<file path="src/rtl/core/ufa_pkg.sv">
// ufa_pkg: shared types, constants and the arctangent table for the
// angle-to-unit-axis block. No dependencies.
`timescale 1ns / 1ps

package ufa_pkg;

    // Inverse CORDIC gain scaled to Q1.30
    localparam logic signed [33:0] GAIN_START = 34'sd652032874;
    localparam logic [29:0] HALF_QUADRANT = 30'h2000_0000;
    localparam logic [30:0] QUADRANT      = 31'h4000_0000;

    // Quadrant codes
    localparam logic [1:0] QUAD_0 = 2'd0;
    localparam logic [1:0] QUAD_1 = 2'd1;
    localparam logic [1:0] QUAD_2 = 2'd2;
    localparam logic [1:0] QUAD_3 = 2'd3;

    // Rotated vector handed from the CORDIC unit to the normalizer
    typedef struct packed {
        logic signed [33:0] px;
        logic signed [33:0] py;
        logic [1:0]         quad;
        logic               cardinal;
    } ufa_vec_t;

    typedef enum logic [1:0] {
        C_IDLE,
        C_RUN,
        C_DONE
    } ufa_cstate_t;

    typedef enum logic [2:0] {
        N_IDLE,
        N_SQX,
        N_SQY,
        N_SHIFT,
        N_ROOT,
        N_DSET,
        N_DIV,
        N_DONE
    } ufa_nstate_t;

    // Arctangent of 2^-i in turns, 2^32 is one revolution
    function automatic logic [29:0] ufa_atan(input logic [4:0] idx);
        logic [29:0] v;
        unique case (idx)
            5'd0:  v = 30'h2000_0000;
            5'd1:  v = 30'h12E4_051E;
            5'd2:  v = 30'h09FB_385B;
            5'd3:  v = 30'h0511_11D4;
            5'd4:  v = 30'h028B_0D43;
            5'd5:  v = 30'h0145_D7E1;
            5'd6:  v = 30'h00A2_F61E;
            5'd7:  v = 30'h0051_7C55;
            5'd8:  v = 30'h0028_BE53;
            5'd9:  v = 30'h0014_5F2F;
            5'd10: v = 30'h000A_2F98;
            5'd11: v = 30'h0005_17CC;
            5'd12: v = 30'h0002_8BE6;
            5'd13: v = 30'h0001_45F3;
            5'd14: v = 30'h0000_A2FA;
            5'd15: v = 30'h0000_517D;
            5'd16: v = 30'h0000_28BE;
            5'd17: v = 30'h0000_145F;
            5'd18: v = 30'h0000_0A30;
            5'd19: v = 30'h0000_0518;
            5'd20: v = 30'h0000_028C;
            5'd21: v = 30'h0000_0146;
            5'd22: v = 30'h0000_00A3;
            5'd23: v = 30'h0000_0051;
            5'd24: v = 30'h0000_0029;
            5'd25: v = 30'h0000_0014;
            5'd26: v = 30'h0000_000A;
            5'd27: v = 30'h0000_0005;
            5'd28: v = 30'h0000_0003;
            5'd29: v = 30'h0000_0001;
            5'd30: v = 30'h0000_0001;
            default: v = 30'h0000_0000;
        endcase
        return v;
    endfunction

endpackage

</file>
<file path="src/rtl/core/ufa_norm.sv">
// ufa_norm: exact renormalization: squared length through one shared
// multiplier, even pre-shift, bit-serial root, restoring division.
// Depends on ufa_pkg.
`timescale 1ns / 1ps

module ufa_norm #(
    parameter int FRACTION_BITS = 30
) (
    input  logic              clk,
    input  logic              rst_n,
    input  logic              start,
    input  ufa_pkg::ufa_vec_t vec,
    output logic              result_valid,
    input  logic              ack,
    output logic [31:0]       res_x,
    output logic [31:0]       res_y
);
    import ufa_pkg::*;

    localparam logic [31:0] ONE = 32'(1) << FRACTION_BITS;

    ufa_nstate_t state_reg, state_next;

    logic [63:0] magx_reg, magy_reg;
    logic        negx_reg, negy_reg;
    logic [1:0]  quad_reg;
    logic        card_reg;
    logic [63:0] len_reg;
    logic [63:0] rv_reg, root_reg, bit_reg;
    logic [63:0] r_reg;
    logic [31:0] acc_reg;
    logic        sat_reg;
    logic        comp_reg;
    logic [4:0]  cnt_reg;
    logic [31:0] x_reg, y_reg;

    logic [31:0] abs_px, abs_py;
    logic [31:0] mul_a;
    logic [63:0] product;
    logic [63:0] trial;
    logic [63:0] r_shift;
    logic        r_ge;
    logic [31:0] acc_next;
    logic [31:0] q_val;
    logic [31:0] fb_x, fb_y;
    logic        div_last;

    assign abs_px = vec.px[33] ? 32'(-vec.px) : 32'(vec.px);
    assign abs_py = vec.py[33] ? 32'(-vec.py) : 32'(vec.py);

    // Shared squarer
    assign mul_a   = (state_reg == N_SQX) ? magx_reg[31:0] : magy_reg[31:0];
    assign product = 64'(mul_a) * 64'(mul_a);

    // Root step and division step
    assign trial    = root_reg + bit_reg;
    assign r_shift  = r_reg << 1;
    assign r_ge     = (r_shift >= root_reg);
    assign acc_next = {acc_reg[30:0], r_ge};
    assign q_val    = sat_reg ? ONE : acc_next;
    assign div_last = (cnt_reg == 5'(FRACTION_BITS - 1));

    // Cardinal axis of the quadrant
    always_comb
    begin
        unique case (quad_reg)
            QUAD_0:
            begin
                fb_x = ONE;
                fb_y = '0;
            end
            QUAD_1:
            begin
                fb_x = '0;
                fb_y = ONE;
            end
            QUAD_2:
            begin
                fb_x = -ONE;
                fb_y = '0;
            end
            default:
            begin
                fb_x = '0;
                fb_y = -ONE;
            end
        endcase
    end

    // Next state
    always_comb
    begin
        state_next = state_reg;
        unique case (state_reg)
            N_IDLE:
            begin
                if (start)
                begin
                    state_next = N_SQX;
                end
            end
            N_SQX:
            begin
                state_next = card_reg ? N_DONE : N_SQY;
            end
            N_SQY:  state_next = N_SHIFT;
            N_SHIFT:
            begin
                if (len_reg == '0)
                begin
                    state_next = N_DONE;
                end
                else if (len_reg[63:60] != 4'b0000)
                begin
                    state_next = N_ROOT;
                end
            end
            N_ROOT:
            begin
                if (bit_reg == 64'd1)
                begin
                    state_next = N_DSET;
                end
            end
            N_DSET: state_next = N_DIV;
            N_DIV:
            begin
                if (div_last)
                begin
                    state_next = comp_reg ? N_DONE : N_DSET;
                end
            end
            N_DONE:
            begin
                if (ack)
                begin
                    state_next = N_IDLE;
                end
            end
            default: state_next = N_IDLE;
        endcase
    end

    // Outputs
    always_comb
    begin
        result_valid = (state_reg == N_DONE);
        res_x        = x_reg;
        res_y        = y_reg;
    end

    always_ff @(posedge clk or negedge rst_n)
    begin
        if (!rst_n)
        begin
            state_reg <= N_IDLE;
        end
        else
        begin
            state_reg <= state_next;
        end
    end

    // Datapath
    always_ff @(posedge clk)
    begin
        unique case (state_reg)
            N_IDLE:
            begin
                if (start)
                begin
                    magx_reg <= 64'(abs_px);
                    magy_reg <= 64'(abs_py);
                    negx_reg <= vec.px[33];
                    negy_reg <= vec.py[33];
                    quad_reg <= vec.quad;
                    card_reg <= vec.cardinal;
                end
            end
            N_SQX:
            begin
                len_reg <= product;
                if (card_reg)
                begin
                    x_reg <= fb_x;
                    y_reg <= fb_y;
                end
            end
            N_SQY:
            begin
                len_reg <= len_reg + product;
            end
            N_SHIFT:
            begin
                if (len_reg == '0)
                begin
                    x_reg <= fb_x;
                    y_reg <= fb_y;
                end
                else if (len_reg[63:60] == 4'b0000)
                begin
                    len_reg  <= len_reg << 2;
                    magx_reg <= magx_reg << 1;
                    magy_reg <= magy_reg << 1;
                end
                else
                begin
                    rv_reg   <= len_reg;
                    root_reg <= '0;
                    bit_reg  <= 64'd1 << 62;
                end
            end
            N_ROOT:
            begin
                if (rv_reg >= trial)
                begin
                    rv_reg   <= rv_reg - trial;
                    root_reg <= (root_reg >> 1) + bit_reg;
                end
                else
                begin
                    root_reg <= root_reg >> 1;
                end
                bit_reg  <= bit_reg >> 2;
                comp_reg <= 1'b0;
            end
            N_DSET:
            begin
                r_reg   <= comp_reg ? magy_reg : magx_reg;
                sat_reg <= comp_reg ? (magy_reg >= root_reg) : (magx_reg >= root_reg);
                acc_reg <= '0;
                cnt_reg <= '0;
            end
            N_DIV:
            begin
                r_reg   <= r_ge ? (r_shift - root_reg) : r_shift;
                acc_reg <= acc_next;
                cnt_reg <= cnt_reg + 5'd1;
                if (div_last)
                begin
                    if (comp_reg)
                    begin
                        y_reg <= negy_reg ? -q_val : q_val;
                    end
                    else
                    begin
                        x_reg <= negx_reg ? -q_val : q_val;
                    end
                    comp_reg <= 1'b1;
                end
            end
            default:
            begin
            end
        endcase
    end

endmodule
</file>
<file path="config.mk">
export PLATFORM = sky130hd
export DESIGN_NAME = ufa_norm
export DESIGN_NICKNAME = d
export VERILOG_FILES = /design/src/rtl/core/ufa_pkg.sv /design/src/rtl/core/ufa_norm.sv
export SDC_FILE = /design/constraint.sdc
export NUM_CORES = 2
export LEC_CHECK = 0
export ABC_CLOCK_PERIOD_IN_PS = 11300
export BUFFER_PORTS_ARGS = -buffer_cell sky130_fd_sc_hd__buf_2
export CAP_MARGIN = 10
export CORE_MARGIN = 5
export CORE_UTILIZATION = 35
export CTS_CLUSTER_DIAMETER = 200
export DETAILED_ROUTE_END_ITERATION = 7
export SYNTH_ARGS = -nofsm -noshare
export SYNTH_HDL_FRONTEND = slang
export SYNTH_SLANG_ARGS = --single-unit
</file>
<file path="constraint.sdc">
create_clock -name clk -period 11.3 [get_ports clk]
set_input_delay 1.13 -clock clk [delete_from_list [all_inputs] [get_ports clk]]
set_output_delay 1.13 -clock clk [all_outputs]
set_load 0.01 [all_outputs]
</file>
==> metrics.md <==
| Metric | Value |
|---|---|
| Status | finished, final reports clean |
| Maximum fanout along the worst path | 15 |
| R2R depth | 43 |
| Clock Path Buffers | 3 |
| # setup viols final | 0 |
| Dpl ws | -168 ps |
| Commonest cells after routing, fill and taps aside | inv_1, nand2_1, fa_1, nor2_1, ha_1 |
| Hold_ws | between 200 and 300 ps |
| Die footprint | 0.217 mm2 |
| Cts bufs inserted | 67 |
| Initial Util | approximately a third |
| Busiest grt layer | met2 |
| Routed len/inst | 20.3 um |
| Worst EP arrival | 11360 ps |
| Fraction of layout instances using a drive strength above 1 | just under 10% |
| Row cnt | 167 |
| Overflow after GRT | 0 |
| Final nets | between 9k and 10k |
| Starting DRT DRC Count | about 5.3k |
| Clock transition at path regs | roughly 60 ps |
| CP Capture Type | flip-flop |
| DRC | 0 |
| Final Critical Period | around 11000 ps |
| P&R area growth vs syn | 12.2% |
| Post-Syn Area | approximately 0.073 mm2 |
| Crit path max-delay family | adder cells |
| Buffers on Ports | 137 |
| Crit. path cell count | 43 |
| Async set-or-reset flop fraction in the synthesized netlist | less than 1% |
| Vias/cell | roughly 5.4 |
| Clock sink total | between 500 and 600 |
| Setup TNS | 0 ps |
| Worst path max stage delay | approximately 560 ps |
| Synth Flop Type | edfxtp_1 |
| Die width | roughly 470 um |
| Met1 usage | between 20% and 30% |
| Number of global-route vias before repair | 61.0k |
| Routed WL | around 230000 um |
| Pins Over Slew Limit | 0 |
| H-tree Lvls | 3 |
| Yosys warnings | 0 |
| Commonest non-fill, non-tap cell in the layout | inv_1 |
| Via count | between 60k and 70k |
| Tcrit/Tclk final | between 90% and 100% |
| Met2 Usage GRT | roughly a third |
| Skew-Pair Late Insertion Delay | between 600 and 700 ps |
| Top Ports | 140 |
| Clk root buf | clkbuf_16 |
| Synth cell types | slightly below 90 |
| Global-route wire length before repair | approximately 350000 um |
| Tot GR Track Use | about a fifth |
| Seq/Total Area, Yosys | 21.6% |
| Clk_skew | between 40 and 50 ps |
| Detail Placement HPWL | approximately 180000 um |
| CP required | between 10000 and 15000 ps |
| Post-synth EDFFs | approximately 520 |
| CP Buf/Inv Count | 13 |
| GR Layer Usage met3 | about 2.5% |
| # fillers | approximately 21k |
| Hold Path Class | in2async |
| Core area | around 0.21 mm2 |
| Worst Setup Path Type | reg2reg |
| Final hold vios | 0 |
| Max cap viols | 0 |
| Die Y | roughly 470 um |
| Util after Layout | 39.5% |
| Worst path slowest cell | fa_1 |
| Synthesized Nets | slightly below 10k |
| Startpoint types | flip-flop |
| Gp weighted congestion | ~0.95 |
| FMAX | between 0.09 and 0.1 GHz |
| Syn Inst Count | about 8.2k |
| Synth Register Bits | approximately 530 |
| Setup ws final | ~310 ps |
| Antenna violations before repair | 6 |
| Post-route ant nets | 0 |
| Pre-antenna DRT Iters | 6 |
| Worst Tran Pin Value | between 1000 and 1500 ps |
| Max transition margin | between 15 and 20% |
| CTS tree | done |
| Mean Syn Cell Area | between 8 and 9 um2 |
| Largest net degree at the start of global routing | 170 |
-- metal layers --
layer | share of wire (%) | vias up | wire, um
li1 | - | 28300 | -
met1 | 44 | 29800 | 100000
met2 | 46 | 2079 | 105000
met3 | 6.5 | 373 | 14900
met4 | 3.5 | 2 | 8090
met5 | 0.0031 | - | 7
-- what timing repair did --
action,4_1_cts,5_1_grt
endpoints found under the setup margin,8,21
resized for setup,8,79
gates cloned,0,2
pin swaps,0,9
hold buffers,0,0
buffers inserted,2,13
-- per-stage QoR --
step           area [um2]  instances
2_1_floorplan       72800       8160
3_3_place_gp        79000      11100
3_5_place_dp        79000      11100
4_1_cts             81200      11200
5_1_grt             81700      11200
6_report            81700      11200
-- kinds of logic (layout without fill, tap and decap cells) --
group                    count (synthesis)  after routing  share of synthesized area (%)
AO/OA/AOI/OAI                         1825           1825                           15.9
XOR/XNOR                               448            448                           5.39
adder cells (fa/ha/maj)               1479           1479                           33.6
buffers and inverters                 1522           1812                           7.86
flip-flops                             525            525                           21.6
multiplexers                           122            122                           1.72
other                                    0              3                              0
AND/OR/NAND/NOR                       2239           2239                           13.9
-- layout make-up --
class	instances	area, um2	area share [%]
multi-input combinational	6113	51900	63.5
timing repair buffer	545	4080	4.99
tap	2788	3490	4.27
inverter	1145	4320	5.28
sequential	525	15800	19.3
clock inverter	45	450	0.551
clock buffer	77	1730	2.12
antenna	3	7.51	0.00919
-- final timing paths --
| path | start | slack (ps) | endpoint |
|---|---|---|---|
| min in group clk | magy_reg[42]$_SDFFCE_PN0P_ | 600 | magy_reg[43]$_SDFFCE_PN0P_ |
| hold reg to reg | magy_reg[42]$_SDFFCE_PN0P_ | 600 | magy_reg[43]$_SDFFCE_PN0P_ |
| setup reg to reg | state_reg[2]$_DFFE_PN0P_ | 310 | len_reg[63]$_DFFE_PP_ |
| hold / removal | rst_n | 290 | state_reg[1]$_DFFE_PN0P_ |
| max in group asynchronous | rst_n | 10880 | state_reg[0]$_DFFE_PN0P_ |
| setup / recovery | state_reg[2]$_DFFE_PN0P_ | 310 | len_reg[63]$_DFFE_PP_ |
-- Yosys cell counts (all sizes together) (25+ instances only) --
cell type,instances,share of area (%)
o21ai,435,3.0
xor2,199,2.4
o21bai,70,0.72
xnor2,249,3.0
o21a,54,0.56
ha,685,12
buf,37,0.20
or3,46,0.40
nor4,41,0.35
a21o,229,2.4
nor2b,68,0.58
a311oi,25,0.30
and3,126,1.1
a31o,25,0.30
nand2,797,4.1
nand4,125,1.1
and2,54,0.46
nor2,706,3.6
clkbuf,340,1.8
nand2b,62,0.53
fa,794,22
mux2i,98,1.3
o31ai,50,0.53
o211ai,35,0.39
nand3,76,0.52
a21oi,514,3.5
nor3,72,0.49
a211oi,104,1.1
inv,1134,5.8
edfxtp,522,22
a31oi,102,0.88
Power is left out: the tool's default activity adds up to more than one toggle a clock period on the data nets, which glitch-free logic cannot reach.
