==> src/rtl/core/ufa_pkg.sv <==
// ufa_pkg: shared types, constants and the arctangent table for the
// angle-to-unit-axis block. No dependencies.
`timescale 1ns / 1ps

package ufa_pkg;

    // Inverse CORDIC gain scaled to Q1.30
    localparam logic signed [33:0] GAIN_START = 34'sd652032874;
    localparam logic [29:0] HALF_QUADRANT = 30'h2000_0000;
    localparam logic [30:0] QUADRANT      = 31'h4000_0000;

    // Quadrant codes
    localparam logic [1:0] QUAD_0 = 2'd0;
    localparam logic [1:0] QUAD_1 = 2'd1;
    localparam logic [1:0] QUAD_2 = 2'd2;
    localparam logic [1:0] QUAD_3 = 2'd3;

    // Rotated vector handed from the CORDIC unit to the normalizer
    typedef struct packed {
        logic signed [33:0] px;
        logic signed [33:0] py;
        logic [1:0]         quad;
        logic               cardinal;
    } ufa_vec_t;

    typedef enum logic [1:0] {
        C_IDLE,
        C_RUN,
        C_DONE
    } ufa_cstate_t;

    typedef enum logic [2:0] {
        N_IDLE,
        N_SQX,
        N_SQY,
        N_SHIFT,
        N_ROOT,
        N_DSET,
        N_DIV,
        N_DONE
    } ufa_nstate_t;

    // Arctangent of 2^-i in turns, 2^32 is one revolution
    function automatic logic [29:0] ufa_atan(input logic [4:0] idx);
        logic [29:0] v;
        unique case (idx)
            5'd0:  v = 30'h2000_0000;
            5'd1:  v = 30'h12E4_051E;
            5'd2:  v = 30'h09FB_385B;
            5'd3:  v = 30'h0511_11D4;
            5'd4:  v = 30'h028B_0D43;
            5'd5:  v = 30'h0145_D7E1;
            5'd6:  v = 30'h00A2_F61E;
            5'd7:  v = 30'h0051_7C55;
            5'd8:  v = 30'h0028_BE53;
            5'd9:  v = 30'h0014_5F2F;
            5'd10: v = 30'h000A_2F98;
            5'd11: v = 30'h0005_17CC;
            5'd12: v = 30'h0002_8BE6;
            5'd13: v = 30'h0001_45F3;
            5'd14: v = 30'h0000_A2FA;
            5'd15: v = 30'h0000_517D;
            5'd16: v = 30'h0000_28BE;
            5'd17: v = 30'h0000_145F;
            5'd18: v = 30'h0000_0A30;
            5'd19: v = 30'h0000_0518;
            5'd20: v = 30'h0000_028C;
            5'd21: v = 30'h0000_0146;
            5'd22: v = 30'h0000_00A3;
            5'd23: v = 30'h0000_0051;
            5'd24: v = 30'h0000_0029;
            5'd25: v = 30'h0000_0014;
            5'd26: v = 30'h0000_000A;
            5'd27: v = 30'h0000_0005;
            5'd28: v = 30'h0000_0003;
            5'd29: v = 30'h0000_0001;
            5'd30: v = 30'h0000_0001;
            default: v = 30'h0000_0000;
        endcase
        return v;
    endfunction

endpackage

==> src/rtl/core/ufa_cordic.sv <==
// ufa_cordic: octant fold and iterative CORDIC rotation, one step a cycle
// through a shared shift/add unit. Depends on ufa_pkg.
`timescale 1ns / 1ps

module ufa_cordic #(
    parameter int ROTATION_STEPS = 31
) (
    input  logic              clk,
    input  logic              rst_n,
    input  logic              start,
    input  logic [31:0]       angle,
    output logic              vec_valid,
    output ufa_pkg::ufa_vec_t vec
);
    import ufa_pkg::*;

    ufa_cstate_t state_reg, state_next;

    logic signed [33:0] x_reg, y_reg;
    logic signed [32:0] z_reg;
    logic [4:0]         i_reg;
    logic               swap_reg;
    logic [1:0]         quad_reg;
    logic               card_reg;

    logic [29:0]        phase;
    logic signed [33:0] dx, dy;
    logic signed [32:0] atan_ext;
    logic signed [33:0] c_val, s_val;
    logic               last_step;

    assign phase     = angle[29:0];
    assign dx        = x_reg >>> i_reg;
    assign dy        = y_reg >>> i_reg;
    assign atan_ext  = $signed({3'b000, ufa_atan(i_reg)});
    assign last_step = (i_reg == 5'(ROTATION_STEPS - 1));

    // Next state
    always_comb
    begin
        state_next = state_reg;
        unique case (state_reg)
            C_IDLE:
            begin
                if (start)
                begin
                    state_next = (phase == '0) ? C_DONE : C_RUN;
                end
            end
            C_RUN:
            begin
                if (last_step)
                begin
                    state_next = C_DONE;
                end
            end
            C_DONE:  state_next = C_IDLE;
            default: state_next = C_IDLE;
        endcase
    end

    // Outputs
    always_comb
    begin
        vec_valid = (state_reg == C_DONE);
    end

    always_ff @(posedge clk or negedge rst_n)
    begin
        if (!rst_n)
        begin
            state_reg <= C_IDLE;
        end
        else
        begin
            state_reg <= state_next;
        end
    end

    // Fold on start, one rotation step per cycle while running
    always_ff @(posedge clk)
    begin
        if (state_reg == C_IDLE && start)
        begin
            quad_reg <= angle[31:30];
            card_reg <= (phase == '0);
            swap_reg <= (phase > HALF_QUADRANT);
            if (phase > HALF_QUADRANT)
            begin
                z_reg <= $signed({2'b00, QUADRANT - {1'b0, phase}});
            end
            else
            begin
                z_reg <= $signed({3'b000, phase});
            end
            x_reg <= GAIN_START;
            y_reg <= '0;
            i_reg <= '0;
        end
        else if (state_reg == C_RUN)
        begin
            if (!z_reg[32])
            begin
                x_reg <= x_reg - dy;
                y_reg <= y_reg + dx;
                z_reg <= z_reg - atan_ext;
            end
            else
            begin
                x_reg <= x_reg + dy;
                y_reg <= y_reg - dx;
                z_reg <= z_reg + atan_ext;
            end
            i_reg <= i_reg + 5'd1;
        end
    end

    // Undo the half-quadrant swap and rotate back to the quadrant
    assign c_val = swap_reg ? y_reg : x_reg;
    assign s_val = swap_reg ? x_reg : y_reg;

    always_comb
    begin
        vec.quad     = quad_reg;
        vec.cardinal = card_reg;
        unique case (quad_reg)
            QUAD_0:
            begin
                vec.px = c_val;
                vec.py = s_val;
            end
            QUAD_1:
            begin
                vec.px = -s_val;
                vec.py = c_val;
            end
            QUAD_2:
            begin
                vec.px = -c_val;
                vec.py = -s_val;
            end
            default:
            begin
                vec.px = s_val;
                vec.py = -c_val;
            end
        endcase
    end

endmodule

==> config.mk <==
export PLATFORM = sky130hd
export DESIGN_NAME = ufa_cordic
export DESIGN_NICKNAME = d
export VERILOG_FILES = /design/src/rtl/core/ufa_pkg.sv /design/src/rtl/core/ufa_cordic.sv
export SDC_FILE = /design/constraint.sdc
export NUM_CORES = 1
export LEC_CHECK = 0
export ABC_CLOCK_PERIOD_IN_PS = 6620
export BUFFER_PORTS_ARGS = -buffer_cell sky130_fd_sc_hd__buf_4
export CAP_MARGIN = 10
export CORE_MARGIN = 5
export CORE_UTILIZATION = 55
export DETAILED_ROUTE_END_ITERATION = 7
export PLACE_DENSITY = 0.76
export SLEW_MARGIN = 20
export SYNTH_ARGS = -nofsm -noshare
export SYNTH_HDL_FRONTEND = slang
export SYNTH_SLANG_ARGS = --single-unit
export TNS_END_PERCENT = 10
==> constraint.sdc <==
create_clock -name clk -period 6.62 [get_ports clk]
set_clock_uncertainty 0.15 [all_clocks]
set_input_delay 1.986 -clock clk [delete_from_list [all_inputs] [get_ports clk]]
set_output_delay 1.986 -clock clk [all_outputs]
set_load 0.1 [all_outputs]
==> impl_metrics.py, run 1 <==
metrics = {
    "outcome": {
        "status": "complete, no violations",
    },
    "sta": {
        "max_freq_mhz": 154,
        "min_period_over_period_pct": 98.0,
        "setup_viol": 0,
        "worst_pin_slew_ps": 1100,
        "rsz0062_at_grt": "yes",
        "fin_crit_ps": 6490,
        "drv_slew": 0,
        "final_hold_viol_count": 0,
        "max-slew-margin-rel_pct": 26.5,
    },
    "critical_path": {
        "cp-end-kind": "output pin",
        "critPathLaunchType": "flip-flop",
        "crit_buf_inv": 2,
        "cp_max_fo": 48,
        "critPathMaxStageDelay_ps": 460,
        "worstPathCellList": "buf_12 -> nor3b_1 -> o21ai_1 -> or2_2 -> or2_1 -> or3_1 -> or2_1 -> or3_1 -> nand2b_1 -> nand2_1 -> o21ai_0 -> a221oi_2 -> buf_6",
        "cp.required_ps": 4480,
        "cp_top_family": "simple AND/OR/NAND/NOR gates",
        "cp_slowest_cell": "a221oi_2",
        "worstPathArrival_ps": 4350,
        "setup.worst_path.class": "flip-flop to output pin",
    },
    "clock_tree": {
        "numCtsBuffers": 17,
        "clockBufferDepth": 2,
        "clk_latency_ps": 470,
        "clock-sinks": 142,
        "cts_tree": "yes",
        "cts_max_level": 4,
        "path_clk_slew_ps": 60,
        "cts_root_buf": "clkbuf_16",
    },
    "detailed_routing": {
        "drt-total-wl_um": 79300,
        "antenna_left": 0,
        "via_per_inst": 6.74,
        "drc": 0,
        "num_vias": 22600,
        "avgRoutedWirePerCell_um": 23.7,
        "dr.pass1.iters": 6,
        "first_iter_violations": 2184,
    },
    "final_layout": {
        "multi_input_area_mm2": 0.0169,
        "area_delta_synth_final_pct": 11.4,
        "final_common_cell": "nor2_1",
        "drive_above_1_share_pct": 16.9,
        "regArea_mm2": 0.00324,
        "layout_common_cells": "256 x nor2_1, 244 x a21oi_1, 236 x nand2_1, 234 x o21ai_0, 231 x buf_4",
        "fillers": 3379,
        "antennaDiodeCount": 0,
        "post-route-util_pct": 62.2,
        "nNetsFinal": 2977,
    },
    "synthesis": {
        "async_flop_share_pct": 1.41,
        "synth_area_leader_cell": "dfxtp_1",
        "synth_top_area_share_pct": 9.75,
        "synth-edff-count": 37,
        "yosys.area_share.simple_pct": 19.2,
        "synth.area.mux_share_pct": 16.0,
        "yosysWarningCount": 0,
        "synth_top_family_by_area": "compound AO/OA/AOI/OAI gates",
        "ys_types": 104,
        "synthFlopType": "dfxtp_1",
        "synth-compound-area-share_pct": 25.3,
        "seq_area_frac_synth_pct": 15.2,
        "synth_area_leaders": "dfxtp_1 9.8%, mux4_2 6.7%, ha_1 6.7%",
        "synth_seq_cells": 142,
        "syn_area_per_cell_um2": 7.60,
        "syn_nets": 2931,
        "synth_adder_area_share_pct": 6.97,
        "syn_inst": 2780,
        "synth-xor-area-share_pct": 11.1,
        "syn_area_mm2": 0.0211,
    },
    "placement": {
        "hpwl_um": 60500,
        "io_buffers": 106,
        "gp_congestion": 1.05,
    },
    "floorplan": {
        "die_area_mm2": 0.0425,
        "die_h_um": 206,
        "ios": 107,
        "coreArea_mm2": 0.0378,
        "die-width_um": 206,
        "num_rows": 71,
        "initial_core_util_pct": 55.9,
    },
    "grt": {
        "gr-usage-all-layers_pct": 36.0,
        "antenna_found_initial": 0,
        "grt_overflow": 0,
        "grt_pass1_vias": 21500,
        "grt_start_max_net_pins": 114,
        "grt_pass1_wl_um": 121000,
    },
    "job": {
        "maxCapViolCount": 0,
    },
    "worst_hold_path": {
        "hold_path_class": "flip-flop to flip-flop",
    },
}
[cell families (layout without fill, tap and decap cells)]
logic type               count (synthesis)  after routing
adder cells (fa/ha/maj)                116            116
AND/OR/NAND/NOR                        859            859
multiplexers                           238            238
XOR/XNOR                               268            268
AO/OA/AOI/OAI                          859            859
buffers and inverters                  298            357
flip-flops                             142            142
[timing repair]
action | in CTS | in global routing
setup buffers | 0 | 3
pin swaps | 0 | 1
hold buffers | 0 | 0
hold endpoints to repair | 0 | 0
gates resized for setup | 4 | 14
endpoints found under the setup margin | 3 | 21
[metrics by stage]
stage / cells / TNS, ps / area (um2) / hold WS [ps] / setup slack [ps]
floorplan: 2780 / -2450 / 21400 / 335 / -649
global placement: 3315 / 0 / 22900 / 389 / 431
detailed placement: 3315 / 0 / 22900 / 394 / 379
CTS: 3347 / 0 / 23500 / 406 / 33.9
global route: 3350 / -78.4 / 23600 / 452 / -24.0
finish: 3350 / 0 / 23600 / 441 / 132
[routing by layer]
metal	track usage, %	up-vias	part of all wire, %
li1	-	10300	-
met1	42.6	10800	37
met2	60.8	1215	47
met3	5.59	309	8.3
met4	23.4	0	7.6
met5	0	-	0
[cell type report]
| type | count | share of cell area (%) |
|---|---|---|
| multi-input cells | 2340 | 71.7 |
| flip-flops and latches | 142 | 13.7 |
| repair buffers | 241 | 8.06 |
| well taps | 511 | 2.71 |
| clock buffers | 19 | 1.84 |
| inverters | 84 | 1.34 |
| clock inverters | 13 | 0.595 |
[synth_stat cells (31+ instances only)]
| library cell | instances |
|---|---|
| a21oi_1 | 252 |
| clkbuf_1 | 141 |
| a31oi_1 | 44 |
| ha_1 | 113 |
| mux2_2 | 48 |
| or3_1 | 37 |
| xor2_1 | 121 |
| dfxtp_1 | 103 |
| nor2_1 | 260 |
| o21ai_0 | 248 |
| edfxtp_1 | 37 |
| nand2_1 | 237 |
| mux4_2 | 63 |
| inv_1 | 81 |
| nor3_1 | 58 |
| nand3_1 | 85 |
| mux2i_1 | 116 |
| xnor2_1 | 147 |
| nand2b_1 | 31 |
| a21o_1 | 43 |
[final timing paths]
check,end,cells after the start,slack (ps),start
worst max-delay path,vec[32],13,130,swap_reg
worst min-delay path,y_reg[6],2,440,y_reg[6]
worst max register to register,y_reg[31],23,400,i_reg[0]
worst min register to register,y_reg[6],2,440,y_reg[6]
max in group asynchronous,state_reg[1],1,5080,rst_n
min in group asynchronous,state_reg[0],1,1150,rst_n
[worst register-to-register path, delay by kind of cell, from the launching register on]
| family | cells | cell delay (ps) |
|---|---|---|
| xor+xnor | 2 | 370 |
| buf+inv | 3 | 660 |
| compound gates | 12 | 2500 |
| mux | 1 | 590 |
| fa+ha+maj | 1 | 390 |
| simple gates | 4 | 910 |
| flops | 1 | 490 |
Power of run 1 is left out: the tool's default activity adds up to more than one toggle a clock period on the data nets, which glitch-free logic cannot reach.
==> run 2, diff against run 1 <==
RECOVER_POWER = 100   (was default)
==> run 2 against run 1 <==
  * The flow now finishes with violations (capacitance limit, slew limit)
  * Worst hold slack lost 5.5 ps
  * Wire length is essentially flat
  * Sequential share of layout area is essentially flat
  * Setup slack gained 14 ps
  * Final cell count is the same
  * Via count grew 0.39%
  * Cell area is essentially flat
  * Sequential cell count is the same
  * Register-to-register slack is essentially flat
==> impl_metrics.py, run 2 (synthesis gave the netlist of run 1 again) <==
metrics = {
    "clock_tree": {
        "clock-sinks": 142,
        "cts_tree": "yes",
        "path_clk_slew_ps": 60,
        "numCtsBuffers": 17,
        "cts_root_buf": "clkbuf_16",
        "cts_max_level": 4,
        "clk_latency_ps": 470,
        "clockBufferDepth": 2,
    },
    "floorplan": {
        "initial_core_util_pct": 55.9,
        "die-width_um": 206,
        "die_area_mm2": 0.0425,
        "die_h_um": 206,
        "num_rows": 71,
        "coreArea_mm2": 0.0378,
        "ios": 107,
    },
    "detailed_routing": {
        "avgRoutedWirePerCell_um": 23.6,
        "antenna_left": 0,
        "via_per_inst": 6.77,
        "first_iter_violations": 2168,
        "drc": 0,
        "dr.pass1.iters": 6,
        "num_vias": 22700,
        "drt-total-wl_um": 79200,
    },
    "final_layout": {
        "regArea_mm2": 0.00324,
        "layout_common_cells": "256 x nor2_1, 244 x a21oi_1, 236 x nand2_1, 234 x o21ai_0, 222 x buf_4",
        "drive_above_1_share_pct": 16.6,
        "multi_input_area_mm2": 0.0169,
        "area_delta_synth_final_pct": 11.3,
        "final_common_cell": "nor2_1",
        "fillers": 3379,
        "final_area_mm2": 0.0235,
        "antennaDiodeCount": 0,
        "nNetsFinal": 2977,
    },
    "grt": {
        "grt_start_max_net_pins": 114,
        "grt_overflow": 0,
        "grt_pass1_vias": 21500,
        "grt_busiest_layer": "met2",
        "grtUsageMet1_pct": 42.6,
        "antenna_found_initial": 0,
        "gr-usage-all-layers_pct": 36.0,
        "grtUsageMet2_pct": 60.8,
        "grtUsageMet3_pct": 5.59,
        "grt_pass1_wl_um": 121000,
    },
    "outcome": {
        "violations": "capacitance limit, slew limit",
        "status": "finished, violations left",
    },
    "critical_path": {
        "worstPathCellList": "buf_12 -> nor3b_1 -> o21ai_1 -> or2_2 -> or2_1 -> or3_1 -> or2_1 -> or3_1 -> nand2b_1 -> nand2_1 -> o21ai_0 -> a221oi_2 -> buf_6",
        "r2r_start": "i_reg[0]",
        "cp.required_ps": 4480,
        "r2r_end": "y_reg[31]",
        "cp_max_fo": 48,
        "cp-end-kind": "output pin",
        "reg2reg_slack_ps": 400,
        "critPathMaxStageDelay_ps": 450,
        "cp_slowest_cell": "a221oi_2",
        "ff2ff_path_depth": 25,
        "critPathLaunchType": "flip-flop",
        "setup.worst_path.class": "flip-flop to output pin",
        "worstPathArrival_ps": 4340,
    },
    "sta": {
        "rsz0062_at_grt": "yes",
        "final_hold_viol_count": 0,
        "min_period_over_period_pct": 97.8,
        "max-slew-margin-rel_pct": -112,
        "drv_slew": 58,
        "worst_pin_slew_ps": 3190,
        "fin_crit_ps": 6470,
        "max_freq_mhz": 154,
        "setup_viol": 0,
        "whs_ps": 436,
    },
    "worst_hold_path": {
        "hp-start": "y_reg[6]",
        "min_delay_path_depth": 2,
        "hold_path_class": "flip-flop to flip-flop",
        "hold-path-endpoint": "y_reg[6]",
    },
    "placement": {
        "gp_congestion": 1.05,
        "io_buffers": 106,
        "hpwl_um": 60500,
        "placed_area_mm2": 0.0229,
    },
    "job": {
        "maxCapViolCount": 1,
    },
}
-- run 2: how the worst max path moves through the flow --
stage,startpoint,end,slack [ps],cells after the start
floorplan,swap_reg,vec[66],-650,13
global placement,i_reg[1],x_reg[33],430,23
detailed placement,i_reg[1],x_reg[33],380,26
CTS,swap_reg,vec[69],30,15
global route,swap_reg,vec[66],-20,14
finish,swap_reg,vec[32],150,13
-- run 2: stage by stage --
stage | setup WS [ps] | util, % | TNS [ps] | std cells
2_1_floorplan | -649 | - | -2450 | 2780
3_3_place_gp | 431 | 60.5 | 0 | 3315
3_5_place_dp | 379 | 60.5 | 0 | 3315
4_1_cts | 33.9 | 62.0 | 0 | 3347
5_1_grt | -24.0 | 62.2 | -78.4 | 3350
6_report | 147 | 62.2 | 0 | 3350
-- run 2: final cells by class --
| class | instances | share of cell area (%) |
|---|---|---|
| Sequential cell | 142 | 13.8 |
| Clock inverter | 13 | 0.595 |
| Inverter | 84 | 1.34 |
| Multi-Input combinational cell | 2340 | 71.8 |
| Timing Repair Buffer | 241 | 7.97 |
| Clock buffer | 19 | 1.84 |
| Tap cell | 511 | 2.72 |
-- run 2: worst max-delay path, delay by kind of cell (launching register included) --
kind	cells	cell delay, ps
simple gates	8	2210
buf+inv	2	560
flops	1	440
compound gates	3	650
-- run 2: what timing repair did --
action,4_1_cts,5_1_grt
pin swaps,0,1
setup endpoints to repair,3,21
buffers inserted,0,3
hold buffers,0,0
gates resized for setup,4,14
-- run 2: routing by layer --
layer | share of wire [%] | routed length, um | vias to the layer above
met5 | 0 | 0 | -
met4 | 7.7 | 6090 | 0
met3 | 8.3 | 6610 | 328
met2 | 47 | 36900 | 1267
met1 | 37 | 29600 | 10800
li1 | - | - | 10300
Power of run 2 is left out for the same reason.
